<file path="src/sv/itp_pkg.sv">
// ----------------------------------------------------------------------------
// itp_pkg
// Types, character codes and helper functions shared by the infix-to-postfix
// converter modules.
// ----------------------------------------------------------------------------
package itp_pkg;

    typedef struct packed {
        logic [7:0] char_in;
        logic       expr_last;
    } t_item;

    typedef logic [1:0] t_status;

    localparam t_status ST_CHAR      = 2'd0;
    localparam t_status ST_UNMATCHED = 2'd1;
    localparam t_status ST_OVERFLOW  = 2'd2;
    localparam t_status ST_END       = 2'd3;

    typedef struct packed {
        logic [7:0] char_out;
        t_status    status;
        logic       run_last;
    } t_result;

    typedef enum logic [1:0] {
        K_ALNUM,
        K_OPEN,
        K_CLOSE,
        K_OPER
    } t_kind;

    typedef struct packed {
        logic [7:0] ch;
        t_kind      kind;
        logic [1:0] prio;
        logic       last;
    } t_token;

    typedef enum logic [2:0] {
        S_IDLE,
        S_ALNUM,
        S_PUSH,
        S_OPER,
        S_CLOSE,
        S_FLUSH,
        S_DONE
    } t_state;

    localparam logic [7:0] CH_PLUS   = 8'h2B;
    localparam logic [7:0] CH_MINUS  = 8'h2D;
    localparam logic [7:0] CH_STAR   = 8'h2A;
    localparam logic [7:0] CH_SLASH  = 8'h2F;
    localparam logic [7:0] CH_PCT    = 8'h25;
    localparam logic [7:0] CH_CARET  = 8'h5E;
    localparam logic [7:0] CH_OPEN   = 8'h28;
    localparam logic [7:0] CH_CLOSE  = 8'h29;
    localparam logic [7:0] CH_DIG_LO = 8'h30;
    localparam logic [7:0] CH_DIG_HI = 8'h39;
    localparam logic [7:0] CH_UC_LO  = 8'h41;
    localparam logic [7:0] CH_UC_HI  = 8'h5A;
    localparam logic [7:0] CH_LC_LO  = 8'h61;
    localparam logic [7:0] CH_LC_HI  = 8'h7A;
    localparam logic [7:0] CH_NUL    = 8'h00;

    function automatic logic [1:0] prio_of(input logic [7:0] c);
        logic [1:0] p;
        case (c)
            CH_PLUS, CH_MINUS:        p = 2'd1;
            CH_STAR, CH_SLASH, CH_PCT: p = 2'd2;
            CH_CARET:                 p = 2'd3;
            default:                  p = 2'd0;
        endcase
        return p;
    endfunction

    function automatic logic is_alnum(input logic [7:0] c);
        return ((c >= CH_DIG_LO) && (c <= CH_DIG_HI)) ||
               ((c >= CH_UC_LO) && (c <= CH_UC_HI)) ||
               ((c >= CH_LC_LO) && (c <= CH_LC_HI));
    endfunction

endpackage

</file>
<file path="src/sv/itp_ram.sv">
// ----------------------------------------------------------------------------
// itp_ram
// Generic single-write, single-read RAM with registered read data.
// ----------------------------------------------------------------------------
module itp_ram #(
    parameter int WIDTH = 8,
    parameter int DEPTH = 32
) (
    input  logic                     i_clk,
    input  logic                     i_we,
    input  logic [$clog2(DEPTH)-1:0] i_waddr,
    input  logic [WIDTH-1:0]         i_wdata,
    input  logic [$clog2(DEPTH)-1:0] i_raddr,
    output logic [WIDTH-1:0]         o_rdata
);

    logic [WIDTH-1:0] r_mem [DEPTH];
    logic [WIDTH-1:0] r_rdata;

    always_ff @(posedge i_clk) begin
        if (i_we) begin
            r_mem[i_waddr] <= i_wdata;
        end
        r_rdata <= r_mem[i_raddr];
    end

    assign o_rdata = r_rdata;

endmodule

</file>
<file path="src/sv/itp_front.sv">
// ----------------------------------------------------------------------------
// itp_front
// Input side: accepts characters and classifies them into tokens (operand,
// open paren, close paren, operator with priority) for the token queue.
// ----------------------------------------------------------------------------
module itp_front import itp_pkg::*; (
    input  logic   i_valid,
    input  t_item  i_item,
    input  logic   i_q_full,
    output logic   o_stall,
    output logic   o_q_wr,
    output t_token o_tok
);

    t_kind w_kind;

    always_comb begin
        if (is_alnum(i_item.char_in)) begin
            w_kind = K_ALNUM;
        end else if (i_item.char_in == CH_OPEN) begin
            w_kind = K_OPEN;
        end else if (i_item.char_in == CH_CLOSE) begin
            w_kind = K_CLOSE;
        end else begin
            w_kind = K_OPER;
        end
    end

    assign o_stall    = i_q_full;
    assign o_q_wr     = i_valid && !i_q_full;
    assign o_tok.ch   = i_item.char_in;
    assign o_tok.kind = w_kind;
    assign o_tok.prio = prio_of(i_item.char_in);
    assign o_tok.last = i_item.expr_last;

endmodule

</file>
<file path="src/sv/itp_fifo.sv">
// ----------------------------------------------------------------------------
// itp_fifo
// Two-entry token queue between the classifier and the stack engine.
// ----------------------------------------------------------------------------
module itp_fifo import itp_pkg::*; (
    input  logic   i_clk,
    input  logic   i_rst_n,
    input  logic   i_wr,
    input  t_token i_wdata,
    input  logic   i_rd,
    output t_token o_rdata,
    output logic   o_valid,
    output logic   o_full
);

    t_token     r_mem [2];
    logic       r_wp, n_wp;
    logic       r_rp, n_rp;
    logic [1:0] r_cnt, n_cnt;

    always_comb begin
        n_wp  = r_wp ^ i_wr;
        n_rp  = r_rp ^ i_rd;
        n_cnt = r_cnt + {1'b0, i_wr} - {1'b0, i_rd};
    end

    always_ff @(posedge i_clk) begin
        if (!i_rst_n) begin
            r_wp  <= 1'b0;
            r_rp  <= 1'b0;
            r_cnt <= 2'd0;
        end else begin
            r_wp  <= n_wp;
            r_rp  <= n_rp;
            r_cnt <= n_cnt;
        end
    end

    always_ff @(posedge i_clk) begin
        if (i_wr) begin
            r_mem[r_wp] <= i_wdata;
        end
    end

    assign o_rdata = r_mem[r_rp];
    assign o_valid = (r_cnt != 2'd0);
    assign o_full  = (r_cnt == 2'd2);

endmodule

</file>
<file path="src/sv/itp_back.sv">
// ----------------------------------------------------------------------------
// itp_back
// Stack engine: runs the operator stack for each token, emits postfix words
// through a one-deep pending slot (so run_last can be set on the final word)
// and an output register.
// ----------------------------------------------------------------------------
module itp_back import itp_pkg::*; #(
    parameter int STACK_DEPTH = 32
) (
    input  logic                           i_clk,
    input  logic                           i_rst_n,
    input  logic                           i_tok_valid,
    input  t_token                         i_tok,
    output logic                           o_tok_pop,
    output logic                           o_valid,
    output t_result                        o_result,
    input  logic                           i_stall,
    output logic [$clog2(STACK_DEPTH+1)-1:0] o_count
);

    localparam int CW = $clog2(STACK_DEPTH + 1);
    localparam int AW = $clog2(STACK_DEPTH);

    t_state      r_state, n_state;
    logic [CW-1:0] r_count, n_count;
    logic [CW-1:0] w_cm1, w_cm2;
    logic [7:0]  r_top, n_top;
    logic [7:0]  w_rd_data;
    logic        r_rd_ok;
    logic        r_disc, n_disc;
    t_token      r_tok;
    logic        r_pend_valid, n_pend_valid;
    logic [7:0]  r_pend_char, n_pend_char;
    t_status     r_pend_status, n_pend_status;
    logic        r_out_valid, n_out_valid;
    t_result     r_out, n_out;

    logic        w_empty, w_full, w_top_ok, w_out_free, w_can_emit;
    logic        w_pop_hit, w_top_open;
    logic        w_take, w_adv, w_pop, w_push, w_emit, w_clear;
    logic        w_disc_set, w_disc_clr, w_finish, w_push_path;
    logic [7:0]  w_emit_char;
    t_status     w_emit_status;
    t_state      w_after;

    assign w_cm1      = r_count - CW'(1);
    assign w_cm2      = r_count - CW'(2);
    assign w_empty    = (r_count == '0);
    assign w_full     = (r_count == CW'(STACK_DEPTH));
    // the entry below the top is readable once the RAM read was issued at the current count
    assign w_top_ok   = r_rd_ok || (r_count == CW'(1));
    assign w_out_free = !r_out_valid || !i_stall;
    assign w_can_emit = !r_pend_valid || w_out_free;
    assign w_pop_hit  = !w_empty && (prio_of(r_top) >= r_tok.prio);
    assign w_top_open = (r_top == CH_OPEN);
    assign w_after    = r_tok.last ? S_FLUSH : S_DONE;

    itp_ram #(
        .WIDTH (8),
        .DEPTH (STACK_DEPTH)
    ) u_stack (
        .i_clk   (i_clk),
        .i_we    (w_push && !w_empty),
        .i_waddr (w_cm1[AW-1:0]),
        .i_wdata (r_top),
        .i_raddr (w_cm2[AW-1:0]),
        .o_rdata (w_rd_data)
    );

    // actions of the current state
    always_comb begin
        w_take        = 1'b0;
        w_adv         = 1'b0;
        w_pop         = 1'b0;
        w_push        = 1'b0;
        w_emit        = 1'b0;
        w_clear       = 1'b0;
        w_disc_set    = 1'b0;
        w_disc_clr    = 1'b0;
        w_finish      = 1'b0;
        w_push_path   = 1'b0;
        w_emit_char   = CH_NUL;
        w_emit_status = ST_CHAR;
        case (r_state)
            S_IDLE: begin
                w_take = i_tok_valid;
            end
            S_ALNUM: begin
                if (w_can_emit) begin
                    w_emit      = 1'b1;
                    w_emit_char = r_tok.ch;
                    w_adv       = 1'b1;
                end
            end
            S_PUSH: begin
                w_push_path = 1'b1;
            end
            S_OPER: begin
                if (w_pop_hit) begin
                    if (w_can_emit && w_top_ok) begin
                        w_pop       = 1'b1;
                        w_emit      = 1'b1;
                        w_emit_char = r_top;
                    end
                end else begin
                    w_push_path = 1'b1;
                end
            end
            S_CLOSE: begin
                if (w_empty) begin
                    if (w_can_emit) begin
                        w_emit        = 1'b1;
                        w_emit_status = ST_UNMATCHED;
                        w_clear       = 1'b1;
                        w_disc_set    = 1'b1;
                        w_adv         = 1'b1;
                    end
                end else if (w_top_open) begin
                    // drop the matching open paren
                    if (w_top_ok) begin
                        w_pop = 1'b1;
                        w_adv = 1'b1;
                    end
                end else if (w_can_emit && w_top_ok) begin
                    w_pop       = 1'b1;
                    w_emit      = 1'b1;
                    w_emit_char = r_top;
                end
            end
            S_FLUSH: begin
                if (!w_empty) begin
                    if (w_can_emit && w_top_ok) begin
                        w_pop       = 1'b1;
                        w_emit      = 1'b1;
                        w_emit_char = r_top;
                    end
                end else if (w_can_emit) begin
                    w_emit        = 1'b1;
                    w_emit_status = ST_END;
                    w_disc_clr    = 1'b1;
                    w_adv         = 1'b1;
                end
            end
            S_DONE: begin
                if (!r_pend_valid || w_out_free) begin
                    w_finish = r_pend_valid;
                    w_adv    = 1'b1;
                end
            end
            default: begin
            end
        endcase

        if (w_push_path) begin
            if (w_full) begin
                if (w_can_emit) begin
                    w_emit        = 1'b1;
                    w_emit_status = ST_OVERFLOW;
                    w_clear       = 1'b1;
                    w_disc_set    = 1'b1;
                    w_adv         = 1'b1;
                end
            end else begin
                w_push = 1'b1;
                w_adv  = 1'b1;
            end
        end
    end

    // next state
    always_comb begin
        n_state = r_state;
        case (r_state)
            S_IDLE: begin
                if (w_take) begin
                    if (r_disc) begin
                        n_state = i_tok.last ? S_FLUSH : S_DONE;
                    end else begin
                        case (i_tok.kind)
                            K_ALNUM: n_state = S_ALNUM;
                            K_OPEN:  n_state = S_PUSH;
                            K_CLOSE: n_state = S_CLOSE;
                            K_OPER:  n_state = S_OPER;
                            default: n_state = S_OPER;
                        endcase
                    end
                end
            end
            S_FLUSH: begin
                if (w_adv) begin
                    n_state = S_DONE;
                end
            end
            S_DONE: begin
                if (w_adv) begin
                    n_state = S_IDLE;
                end
            end
            S_ALNUM, S_PUSH, S_OPER, S_CLOSE: begin
                if (w_adv) begin
                    n_state = w_after;
                end
            end
            default: n_state = S_IDLE;
        endcase
    end

    // datapath next values
    always_comb begin
        n_count = r_count;
        n_top   = r_top;
        if (w_clear) begin
            n_count = '0;
        end else if (w_pop) begin
            n_count = w_cm1;
            n_top   = w_rd_data;
        end else if (w_push) begin
            n_count = r_count + CW'(1);
            n_top   = r_tok.ch;
        end

        n_disc = r_disc;
        if (w_disc_set) begin
            n_disc = 1'b1;
        end else if (w_disc_clr) begin
            n_disc = 1'b0;
        end

        n_out_valid = r_out_valid;
        n_out       = r_out;
        if (w_finish) begin
            n_out_valid    = 1'b1;
            n_out.char_out = r_pend_char;
            n_out.status   = r_pend_status;
            n_out.run_last = 1'b1;
        end else if (w_emit && r_pend_valid) begin
            n_out_valid    = 1'b1;
            n_out.char_out = r_pend_char;
            n_out.status   = r_pend_status;
            n_out.run_last = 1'b0;
        end else if (!i_stall) begin
            n_out_valid = 1'b0;
        end

        n_pend_valid  = r_pend_valid;
        n_pend_char   = r_pend_char;
        n_pend_status = r_pend_status;
        if (w_emit) begin
            n_pend_valid  = 1'b1;
            n_pend_char   = w_emit_char;
            n_pend_status = w_emit_status;
        end else if (w_finish) begin
            n_pend_valid = 1'b0;
        end
    end

    always_ff @(posedge i_clk) begin
        if (!i_rst_n) begin
            r_state      <= S_IDLE;
            r_count      <= '0;
            r_rd_ok      <= 1'b0;
            r_disc       <= 1'b0;
            r_pend_valid <= 1'b0;
            r_out_valid  <= 1'b0;
        end else begin
            r_state      <= n_state;
            r_count      <= n_count;
            r_rd_ok      <= (n_count == r_count);
            r_disc       <= n_disc;
            r_pend_valid <= n_pend_valid;
            r_out_valid  <= n_out_valid;
        end
    end

    always_ff @(posedge i_clk) begin
        r_top         <= n_top;
        r_pend_char   <= n_pend_char;
        r_pend_status <= n_pend_status;
        r_out         <= n_out;
        if (w_take) begin
            r_tok <= i_tok;
        end
    end

    assign o_tok_pop = w_take;
    assign o_valid   = r_out_valid;
    assign o_result  = r_out;
    assign o_count   = r_count;

endmodule

</file>
<file path="src/sv/infix_to_postfix_converter.sv">
// ----------------------------------------------------------------------------
// infix_to_postfix_converter
// Shunting-yard converter: infix characters in, postfix characters out.
// ----------------------------------------------------------------------------
// Input channel (i_valid / o_stall / i_item): one character a word, with
// expr_last on the final character of an expression. Output channel
// (o_valid / i_stall / o_result): zero or more words per input word; the
// final word caused by an input has run_last set. Operands pass straight
// through, operators go through a stack of STACK_DEPTH entries held in a RAM
// with the top entry kept in a register. The last character flushes the
// stack and ends with an end-of-expression word (status 3). Unmatched ')'
// or a push onto a full stack gives an error word and drops input up to the
// end of the expression.
// An accepted operand goes from the token queue through the engine's pending
// slot to the output register. Each pop takes the new top from the stack
// RAM's registered read, so a pop waits until that read was issued at the
// current stack count.
// A two-word token queue lets input be taken while the engine works.
// Reset empties the stack, the queue and the output; the stack RAM is not
// cleared. When the receiver stalls, the output word holds, the engine stops
// once its pending word and the output register are full, and o_stall rises
// when the token queue fills.
// ----------------------------------------------------------------------------
module infix_to_postfix_converter import itp_pkg::*; #(
    parameter int STACK_DEPTH = 32
) (
    input  logic    i_clk,
    input  logic    i_rst_n,
    input  logic    i_valid,
    output logic    o_stall,
    input  t_item   i_item,
    output logic    o_valid,
    input  logic    i_stall,
    output t_result o_result
);

    localparam int CW = $clog2(STACK_DEPTH + 1);

    logic          w_q_wr, w_q_full, w_q_valid, w_q_rd;
    t_token        w_wr_tok, w_rd_tok;
    logic [CW-1:0] w_count;

    itp_front u_front (
        .i_valid  (i_valid),
        .i_item   (i_item),
        .i_q_full (w_q_full),
        .o_stall  (o_stall),
        .o_q_wr   (w_q_wr),
        .o_tok    (w_wr_tok)
    );

    itp_fifo u_fifo (
        .i_clk   (i_clk),
        .i_rst_n (i_rst_n),
        .i_wr    (w_q_wr),
        .i_wdata (w_wr_tok),
        .i_rd    (w_q_rd),
        .o_rdata (w_rd_tok),
        .o_valid (w_q_valid),
        .o_full  (w_q_full)
    );

    itp_back #(
        .STACK_DEPTH (STACK_DEPTH)
    ) u_back (
        .i_clk       (i_clk),
        .i_rst_n     (i_rst_n),
        .i_tok_valid (w_q_valid),
        .i_tok       (w_rd_tok),
        .o_tok_pop   (w_q_rd),
        .o_valid     (o_valid),
        .o_result    (o_result),
        .i_stall     (i_stall),
        .o_count     (w_count)
    );

    a_count_bound: assert property (@(posedge i_clk) disable iff (!i_rst_n)
        w_count <= CW'(STACK_DEPTH))
        else $error("stack count above depth");

    a_end_is_last: assert property (@(posedge i_clk) disable iff (!i_rst_n)
        (o_valid && (o_result.status == ST_END)) |-> o_result.run_last)
        else $error("end marker without run_last");

    a_pop_nonempty: assert property (@(posedge i_clk) disable iff (!i_rst_n)
        w_q_rd |-> w_q_valid)
        else $error("token queue read while empty");

endmodule
</file>
<file path="config.mk">
export PLATFORM = sky130hd
export DESIGN_NAME = infix_to_postfix_converter
export DESIGN_NICKNAME = d
export VERILOG_FILES = /design/src/sv/itp_pkg.sv /design/src/sv/itp_ram.sv /design/src/sv/itp_front.sv /design/src/sv/itp_fifo.sv /design/src/sv/itp_back.sv /design/src/sv/infix_to_postfix_converter.sv
export SDC_FILE = /design/constraint.sdc
export NUM_CORES = 1
export LEC_CHECK = 0
export BUFFER_PORTS_ARGS = -buffer_cell sky130_fd_sc_hd__buf_2
export CAP_MARGIN = 20
export CORE_MARGIN = 8
export CORE_UTILIZATION = 60
export CTS_BUF_LIST = sky130_fd_sc_hd__clkbuf_2
export DETAILED_ROUTE_END_ITERATION = 8
export GPL_TIMING_DRIVEN = 1
export PLACE_DENSITY_LB_ADDON = 0.08
export SKIP_CTS_REPAIR_TIMING = 1
export SYNTH_ARGS = -nofsm -noshare
export SYNTH_HDL_FRONTEND = slang
export SYNTH_SLANG_ARGS = --single-unit
</file>
<file path="constraint.sdc">
create_clock -name i_clk -period 9.9 [get_ports i_clk]
set_input_delay 1.98 -clock i_clk [delete_from_list [all_inputs] [get_ports i_clk]]
set_output_delay 1.98 -clock i_clk [all_outputs]
set_load 0.05 [all_outputs]
</file>
Yosys cells after proc, flatten, opt, wreduce, memory -nomap -nowiden

Memories as Yosys holds them, arrays and structs flattened. A register that Yosys moved wholly into a read port is not among the register bits.
Index checks and enable logic that the tools add are counted.
Widths: inputs -> output; s select.

Add/subtract/negate cells: 5
$lt $le $gt $ge: 7
Equal/unequal tests: 33
Mux-type cells: 82
Bitwise operators: 3
Reduce and logical (&&, ||, !) cells: 34

Operator list:

| operator            | number |
|---|---|
| $eq 8x6->1 const B  | 13 |
| $mux 8              | 8 |
| $mux 1              | 44 |
| $pmux 8 s4          | 1 |
| $pmux 3 s4          | 2 |
| $mux 11             | 2 |
| $mux 2              | 10 |
| $mux 6              | 3 |
| $eq 8x7->1 const B  | 2 |
| $ge 8x7->1 const B  | 2 |
| $le 8x7->1 const B  | 2 |
| $mux 3              | 5 |
| $pmux 2 s3          | 2 |
| $reduce_bool 2->1   | 5 |
| $eq 3x3->1 const B  | 3 |
| $ge 8x6->1 const B  | 1 |
| $le 8x6->1 const B  | 1 |
| $logic_and 1x1->1   | 8 |
| $add 6x1->6 const B | 1 |
| $eq 2x2->1 const B  | 3 |
| $eq 3x2->1 const B  | 2 |
| $eq 6x1->1 const B  | 1 |
| $eq 6x6->1          | 1 |
| $eq 6x6->1 const B  | 1 |
| other kinds (26)    | 41 |

Bits in registers: 57
Memory bits (writable): 282
Input port bits: 13
Output and inout bits: 13
Word-level logic and storage cells: 184
Memories kept: 2

Memory list:

| name                 | depth | bits a word | rd ports | clocked after Yosys merged registers in | write ports | RTL line       | text |
|---|---|---|---|---|---|---|---|
| u_back.u_stack.r_mem | 32    | 8           | 1        | 1                                       | 1           | itp_ram.sv:17  | `logic [WIDTH-1:0] r_mem [DEPTH];` |
| u_fifo.r_mem         | 2     | 13          | 1        | 1                                       | 1           | itp_fifo.sv:16 | `t_token r_mem [2];` |

Longest topological paths before layout

Word-level depth: 14
Depth in mapped cells: 14
Gate-level depth less buffers: 13

Modules after synthesis

A second synthesis with hierarchy kept.

Cells, all modules: 778
Area total of the unflattened synthesis: 14650.3 um2

By module, submodules not included:

| module    | times used | cells each | area each (um2) | sequential area each (um2) |
|---|---|---|---|---|
| itp_ram   | 1          | 417        | 10053.4         | 7847.5 |
| itp_back  | 1          | 264        | 3118.0          | 1451.4 |
| itp_fifo  | 1          | 61         | 1212.4          | 880.8 |
| itp_front | 1          | 36         | 266.5           | 0.0 |

Worst setup path after synthesis

No wires, ideal clock.

Path type: register to register
Start: register u_back.r_top[5]
End: memory u_back.u_stack.r_mem[22][0], in the netlist u_back.u_stack.r_mem[11][0], enable pin
Library setup time: 383 ps
Data arrival time: 3445 ps
Required time: 9517 ps
Slack: 6072 ps
Cell stages (with the launch flop): 10
Period minus slack after synthesis: 3828 ps
Cell sequence: edfxtp_1 > nor4b_2 > or4b_2 > nand2_1 > ha_1 > o21ai_0 > or2_2 > o211a_2 > nand3_1 > nor3_1

Longest elaborated chain between the ends: 11
Elaborated cells between the ends (all ways): 17

RTL lines:

| what                                                      | RTL line        | text |
|---|---|---|
| from (decl)                                               | itp_back.sv:27  | `logic [7:0] r_top, n_top;` |
| from (signal assigned)                                    | itp_back.sv:276 | `r_top <= n_top;` |
| $eq 8x6->1                                                | itp_pkg.sv:68   | `case (c)` |
| $reduce_or 3->1 / $reduce_or 2->1 (equally long branches) | itp_pkg.sv:68   |  |
| $pmux 2 s3 *                                              | itp_pkg.sv:68   |  |
| $ge 2x2->1 *                                              | itp_back.sv:54  | `assign w_pop_hit = !w_empty && (prio_of(r_top) >= r_tok.prio);` |
| $logic_and 1x1->1 *                                       | itp_back.sv:54  |  |
| $mux 1 *                                                  | itp_back.sv:99  | `if (w_pop_hit) begin` |
| $pmux 1 s2 *                                              | itp_back.sv:84  | `case (r_state)` |
| $mux 1 *                                                  | itp_back.sv:154 | `if (w_push_path) begin` |
| $logic_and 1x1->1 *                                       | itp_back.sv:63  | `.i_we (w_push && !w_empty),` |
| $mux 1 *                                                  | itp_ram.sv:21   | `if (i_we) begin` |
| $mux 1 (implied by the code) *                            | itp_ram.sv:22   | `r_mem[i_waddr] <= i_wdata;` |
| to (decl)                                                 | itp_ram.sv:17   |  |

Mark *: on every way between the ends. The rest lies on a longest branch, timed or not.

Final worst setup path

Start: register u_back.r_top[4]
End: memory u_back.u_stack.r_mem[24][1], in the netlist u_back.u_stack.r_mem[12][1], enable pin

The elaborated chain is that of the path after synthesis.

==> out/results.ini <==
[worst_hold_path]
worstHoldPathType = flop to flop
min_from = u_back.o_result[0]

[timing]
finalHoldViolations = 0
period_needed_ps = 4370
tns_ps = 0
fmax_mhz = 229
finClkSkew_ps = 52.2
finalSetupViolCount = 0
whs_ps = 484
worst_slew_pin_slew_ps = 1010
setup_ws_ps = 5530
maxSlewViolCount = 0
slew_headroom_pct = 32.7
finalCritPeriodShare_pct = 44.2
rsz0062_at_grt = false

[placement]
place.gp.congestion = 0.902
place_hpwl_um = 19400
dp.cells = 1081
io_buffers = 25
pre_cts_ws_ps = 5590

[worst_setup_path]
r2r_start = u_back.r_top[4]
rr_worst_depth = 12
cp.arrival_ps = 4850
critPathBufInv = 0
slowest_delay_ps = 720
worstPathCellList = nor4b_2, nand2_1, o21ai_0, a21oi_1, nand2b_1, ha_1, nor3b_1, or2_2, o211ai_1, nor2_1, nand2_1, nor2_1
crit_start = u_back.r_top[4]
critical_path.max_fanout = 8
required_ps = 10370
critPathSlowestCell = nor2_1
path_class = flop to flop
reg2reg_slack_ps = 5530
cp-endpoint = u_back.u_stack.r_mem[12][1]
endpoint_kind = flop
r2r-end = u_back.u_stack.r_mem[12][1]
crit_cells = 12
critPathTopFamily = simple AND/OR/NAND/NOR gates
worst_setup_path_start_kind = flop

[yosys]
synth_top_family_by_area = multiplexers
syn-mean-instance-area_um2 = 18.7
synth_xor_xnor_area_share_pct = 0.620
synth_top_area_share_pct = 68.2
synthFlopType = edfxtp_1
synth_fp_nets = 783
synth_edf_count = 321
synth_fa_ha_area_share_pct = 1.42
yosysTopAreaCell = edfxtp_1
synth_area_leaders = edfxtp_1 68%, mux4_2 12%, dfxtp_1 3.8%
synth.mux.area_fraction_pct = 15.5
syn_area_um2 = 14100
synth-async-reset-ratio_pct = 0
yosysWarnings = 0
seq_area_frac_synth_pct = 72.1
synthCells = 754
synth-simple-area-share_pct = 6.00
ys_types = 58
ys_ff_latch = 348
synth_compound_area_share_pct = 2.97

[die]
num_rows = 56
pin_count = 26
start_util_pct = 60.7
die_h_um = 169
core_um2 = 23300
die_w_um = 169
die_area_um2 = 28700

[run_status]
status = complete, no violations

[clock_tree]
clkTransAtPathRegs_ps = 100
clk_path_buf_depth = 3
clock_latency_ps = 880
ctsHtreeMaxLevel = 3
cts_made_buffers = 84
tritoncts = done
clock-sinks = 348
root_buffer = clkbuf_2

[power_and_ir_drop]
power.leakage_uw = 0.00514
powerDensity_nw_per_um2 = 283
p_sw_share_pct = 35.5
power_switching_uw = 1550
p_int_uw = 2810
peakVddDrop_mv = 0.168
p_comb_share_pct = 33.9
clkPwrFrac_pct = 20.8
seqPwrFrac_pct = 45.3

[grt]
antenna_found_initial = 2
grt_usage_pct = 21.9
grt_pass1_wl_um = 46200
grt_max_degree = 73
gr-total-overflow = 0
grt_pass1_vias = 7765

[finish]
drive_gt1_share_pct = 30.5
nets = 880
utilization_pct = 66.1
most-common-layout-cells = 321 x edfxtp_1, 117 x clkbuf_2, 75 x mux4_2
instances_no_fill = 1241
mostFrequentLayoutCell = edfxtp_1
synthToLayoutAreaGrowth_pct = 8.87

[drt]
avgViaCountPerCell = 6.09
vias = 7563
first_iter_violations = 611
detail_route.wl_per_cell_um = 24.5
wirelength_um = 30400
ant_nets = 0
firstDrtPassIters = 7
remaining_drc_errors = 0

[run]
maxCapViolations = 0

## sequential cells by signal, summed over array words and instances, names as in the netlist, named ones only
signal,cells
u_back.o_count,6
u_back.o_result,11
u_back.o_valid,1
u_back.r_disc,1
u_back.r_pend_char,8
u_back.r_pend_status,2
u_back.r_pend_valid,1
u_back.r_rd_ok,1
u_back.r_state,3
u_back.r_tok,11
u_back.r_top,8
u_back.u_stack.o_rdata,8
u_back.u_stack.r_mem,256
u_fifo.r_cnt,2
u_fifo.r_mem,26
u_fifo.r_rp,1
u_fifo.r_wp,1
## per-layer routing
| layer | global-route usage, % | wire length (um) | vias to the layer above |
|---|---|---|---|
| met1 | 27.8 | 12200 | 3857 |
| met5 | 0 | 0 | - |
| met4 | 8.16 | 785 | 0 |
| met3 | 6.07 | 2320 | 66 |
| met2 | 35.8 | 15100 | 331 |
| li1 | - | - | 3309 |
## power groups by stage
stage / clock network (uW) / registers [uW] / logic (uW)
3_5_place_dp: 0 / 2010 / 1470
3_3_place_gp: 0 / 2000 / 1450
2_1_floorplan: 0 / 2030 / 972
4_1_cts: 931 / 1970 / 1480
5_1_grt: 1010 / 1990 / 1570
6_report: 908 / 1970 / 1480
## worst min-delay path by stage
stage                         endpoint  slack (ps)  cells after the start
CTS                 u_back.o_result[0]         500                      2
detailed placement  u_back.o_result[0]         480                      2
global placement    u_back.o_result[0]         440                      2
global route        u_back.o_result[0]         520                      2
finish              u_back.o_result[0]         480                      2
floorplan                         flop         480                      2
## cells in the mapped netlist (3+ instances only)
| cell | number |
|---|---|
| nand2_1 | 39 |
| dfxtp_1 | 27 |
| xor2_1 | 4 |
| a22o_1 | 10 |
| nand2b_1 | 3 |
| nand3_1 | 8 |
| mux2i_1 | 4 |
| and3_1 | 5 |
| xnor2_1 | 6 |
| and2_1 | 12 |
| nor3b_1 | 3 |
| a21o_1 | 5 |
| nor2b_1 | 7 |
| nor3_1 | 10 |
| o21ai_0 | 4 |
| a31oi_1 | 5 |
| a21oi_1 | 14 |
| clkbuf_1 | 11 |
| edfxtp_1 | 321 |
| mux4_2 | 75 |
| inv_1 | 14 |
| mux2_2 | 29 |
| a211oi_1 | 4 |
| mux4_1 | 5 |
| buf_2 | 12 |
| ha_1 | 16 |
| nor2_1 | 55 |
| nand4_1 | 7 |
## per-stage QoR
stage,area (um2),power [uW]
6_report,15400,4350
3_5_place_dp,14600,3480
5_1_grt,15400,4570
3_3_place_gp,14600,3450
2_1_floorplan,14100,3010
4_1_cts,15400,4380
## cell families after synthesis
family,Yosys count
simple gates,166
xor+xnor,10
fa+ha+maj,16
flops,348
mux,113
compound gates,58
buf+inv,43
## tightest hold or removal path, stage by stage, from the launching register on
cell and delay, ps:
dfxtp_1 330, nand2_1 60, nand2_1 60
## area by class of cell
| class | count | area (um2) |
|---|---|---|
| clock inverters | 38 | 179 |
| flip-flops and latches | 348 | 10200 |
| diodes | 2 | 5.00 |
| inverters | 15 | 56.3 |
| well taps | 319 | 399 |
| multi-input cells | 363 | 3740 |
| fillers | 1684 | 7890 |
| clock buffers | 117 | 586 |
| repair buffers | 39 | 225 |
No activity file was read; power rests on OpenSTA's default activity.
